===== src/pdq_pkg.sv =====
package pdq_pkg;

  localparam int SIZE_W    = 16;
  localparam int TIME_W    = 32;
  localparam int DEPTH_DEF = 64;

  typedef enum logic [2:0] {
    OP_PUSH_BACK  = 3'd0,
    OP_PUSH_FRONT = 3'd1,
    OP_POP_FRONT  = 3'd2,
    OP_POP_BACK   = 3'd3,
    OP_SET_PROC   = 3'd4,
    OP_QUERY      = 3'd5
  } op_t;

  typedef enum logic [1:0] {
    ST_OK    = 2'd0,
    ST_EMPTY = 2'd1,
    ST_FULL  = 2'd2
  } status_t;

  typedef enum logic {
    S_IDLE,
    S_READ
  } state_t;

  typedef struct packed {
    logic [SIZE_W-1:0] size;
    logic [TIME_W-1:0] stamp;
  } entry_t;

endpackage


===== src/pdq_ram.sv =====
module pdq_ram import pdq_pkg::*; #(
  parameter int DEPTH = DEPTH_DEF
) (
  input  logic                     clk,
  input  logic                     we,
  input  logic [$clog2(DEPTH)-1:0] waddr,
  input  entry_t                   wdata,
  input  logic [$clog2(DEPTH)-1:0] raddr,
  output entry_t                   rdata
);

  entry_t mem [DEPTH];

  always_ff @(posedge clk) begin
    if (we) begin
      mem[waddr] <= wdata;
    end
  end

  always_ff @(posedge clk) begin
    rdata <= mem[raddr];
  end

endmodule


===== config.mk =====
export PLATFORM = sky130hd
export DESIGN_NAME = pdq_ram
export DESIGN_NICKNAME = d
export VERILOG_FILES = /design/src/pdq_pkg.sv /design/src/pdq_ram.sv
export SDC_FILE = /design/constraint.sdc
export NUM_CORES = 2
export LEC_CHECK = 0
export BUFFER_PORTS_ARGS = -buffer_cell sky130_fd_sc_hd__buf_4
export CORE_ASPECT_RATIO = 0.7
export CORE_MARGIN = 2
export CORE_UTILIZATION = 26
export CTS_BUF_LIST = sky130_fd_sc_hd__clkbuf_8
export DETAILED_ROUTE_END_ITERATION = 8
export PLACE_DENSITY = 0.48
export SLEW_MARGIN = 20
export SYNTH_ARGS = -nofsm -noshare
export SYNTH_HDL_FRONTEND = slang
export SYNTH_SLANG_ARGS = --single-unit

===== constraint.sdc =====
create_clock -name clk -period 4.34 [get_ports clk]
set_clock_uncertainty 0.1 [all_clocks]
set_input_delay 0 -clock clk [delete_from_list [all_inputs] [get_ports clk]]
set_output_delay 0 -clock clk [all_outputs]
set_load 0.02 [all_outputs]

==> results by group <==
Setup path
  – Startpoint Class: input port
  – Crit Path Max Fanout: 66
  – Setup crit start: raddr[0]
  – WS Path Type: in2reg
  – CP required: 5.18 ns
  – WP data arrival: 3.94 ns
  – Origin of the critical flop-to-flop path: mem[55][24]$_DFFE_PP_
  – Crit. End Element: flip-flop

Place
  – Placed wire-length estimate: 212000 µm
  – DP Cell Count: 11100
  – Port Buffers: 109
  – GPL Wtd Cong: 0.764

Timing
  – Final Setup Violations: 0
  – Tcrit/Tclk final: 71.4%
  – WHS: 0.0956 ns
  – Slew headroom: 20.4%
  – Fin. max-slew vios: 0
  – Unrepaired setup endpoints after global routing: false
  – Slew @ Worst Pin: 1.19 ns
  – Minimum clock period: 3.10 ns
  – Setup TNS: 0 ns
  – Final hold vios: 0
  – Fmax: 323 MHz

Floorplanning
  – Io pins: 110
  – Die X: 806 µm
  – Initial core utilization: 26.1%
  – FP Rows: 206
  – Vert. Die Dim: 566 µm
  – Die ar.: 456000 µm²
  – Core Box Area: 449000 µm²

Route
  – Routed WL: 376000 µm
  – Detailed Routing Iterations Pass 1: 6
  – ANT nets after route: 0
  – Routed vias: 59200
  – Wire per inst: 31.1 µm
  – Residual DRC: 0
  – DR vias/cell: 4.90
  – Initial drt markers: 7960

Global route
  – First-pass GRT wire length: 507000 µm
  – Pin count of the biggest net entering global routing: 67
  – Global Route Usage Sum: 16.0%
  – Initial antenna violation count: 45
  – Overflow after GRT: 0
  – Number of global-route vias before repair: 59500

Clocking
  – TritonCTS clock tree: built
  – Max Root-Sink Buffers: 4
  – Clk slew on worst S/H paths: 0.07 ns
  – Clock root buffer: clkbuf_8
  – CTS sink count: 3120
  – Clk Latency, worst-skew pair: 1.07 ns
  – Setup Buffers After CTS: 0
  – H-tree Lvls: 5
  – Post-CTS Resized: 0
  – CTS Buf Count: 455

Hold path
  – Worst min path class: in2reg
  – Hold_sp: wdata[27]

Synth
  – Flops & latches, synth: 3120
  – Top FF cell, synth: edfxtp_1
  – Syn_area_per_cell: 23.6 µm²
  – Cell taking the most area after synthesis: edfxtp_1
  – Most common cell in the netlist: edfxtp_1
  – Ys async rst share: 0%
  – Mapped Cells: 4970
  – Netlist cell types: 36
  – Synth top area share: 78.8%
  – Top cells by count, synth: 3072 x edfxtp_1, 754 x mux4_2, 132 x nor2_1
  – Mapped Area: 117000 µm²
  – Area contributors post-synth: edfxtp_1 79%, mux4_2 14%, dfxtp_1 0.82%
  – Warnings, synthesis: 0
  – Syn nets: 5032
  – Seq/Total Area, Yosys: 79.6%
  – Post-synth EDFFs: 3072

Final layout
  – Area Overhead vs Synth: 17.8%
  – Filler cells: 43100
  – Final nets: 5730
  – Final std cells w/o fill: 12100
  – Fraction of layout cells with a size suffix above 1: 30.0%

Job
  – Max_cap viols: 0

Power
  – Leak pwr: 0.0425 µW
  – Worst VDD drop: 236 µV
  – Power density over cell area: 430 nW/µm²

Status
  – Status: completed
==> worst paths after layout <==
check / endpoint / slack, ns / depth (start not counted)
max reg2reg: rdata[24]$_DFF_P_ / 1.82 / 5
min reg2reg: rdata[36]$_DFF_P_ / 0.75 / 4
min: mem[41][27]$_DFFE_PP_ / 0.1 / 2
max: rdata[45]$_DFF_P_ / 1.24 / 8
==> power by group <==
part	internal, µW	total [µW]	switching [µW]
clock network	10600	22300	11700
registers	33300	33500	197
logic	1320	3460	2140
total	45300	59300	14000
==> flip-flops by register name (all words and copies together), names as in the netlist <==
register  flops
mem        3072
rdata        48
==> worst max-delay path, cell delays in order <==
cell	delay, ns
dlygate4sd3_1	0.65
buf_16	0.56
buf_4	0.62
mux4_2	0.57
a22o_1	0.24
a221oi_1	0.78
a221oi_1	0.22
buf_4	0.20
==> routing by layer <==
| layer | up-vias | wire (µm) | global-route usage, % |
|---|---|---|---|
| met5 | - | 73 | 0 |
| met1 | 32900 | 174000 | 24.6 |
| met2 | 2818 | 161000 | 23.2 |
| li1 | 23000 | - | - |
| met3 | 507 | 33400 | 3.53 |
| met4 | 14 | 7350 | 3.28 |
==> layout by cell type (no fill, tap or decap), types with 7 or more instances in the layout <==
cell type,count
a211oi_1,32
a21oi_1,74
a221oi_1,79
a22o_1,57
a22oi_1,72
a311oi_1,9
buf_12,89
buf_16,27
buf_4,275
bufinv_16,11
clkbuf_8,468
clkinv_1,119
clkinv_2,52
clkinvlp_4,9
dfxtp_1,48
dlygate4sd3_1,123
edfxtp_1,3072
inv_1,161
mux2_2,12
mux2i_1,63
mux4_2,754
nand2_1,53
nand2b_1,7
nand3_1,7
nor2_1,67
nor2_4,64
nor2b_1,18
o221ai_1,28
o22ai_1,122
==> timing repair <==
item                                    4_1_cts  5_1_grt
endpoints found under the setup margin        0        0
hold endpoints to repair                   3767        0
hold buffers                                158        0
==> area by class of cell <==
type	count	area (µm²)	share of cell area [%]
timing repair buffer	523	5930	4.30
clock buffer	468	6440	4.67
antenna	4	10.0	0.00726
multi-input combinational	1568	23000	16.7
sequential	3120	93200	67.6
tap	6032	7550	5.47
clock inverter	361	1790	1.30
==> through the flow <==
stage          instance area [µm²]  util, %  setup WS [ns]  total power, µW
2_1_floorplan               117000        -          0.894            35700
3_3_place_gp                127000     28.4          0.189            37400
3_5_place_dp                128000     28.4          0.820            37500
4_1_cts                     138000     30.7           1.24            59900
5_1_grt                     138000     30.7           1.02            61300
6_report                    138000     30.7           1.24            59300
==> kinds of logic (layout without fill, tap and decap cells) <==
group	after synthesis	in the layout	share of synthesized area [%]
other	0	4	0
buffers and inverters	282	1352	1.28
flip-flops	3120	3120	79.6
AO/OA/AOI/OAI	486	486	3.02
AND/OR/NAND/NOR	253	253	0.957
multiplexers	829	829	15.2
Note: power is estimated with default switching activity, not from simulation.
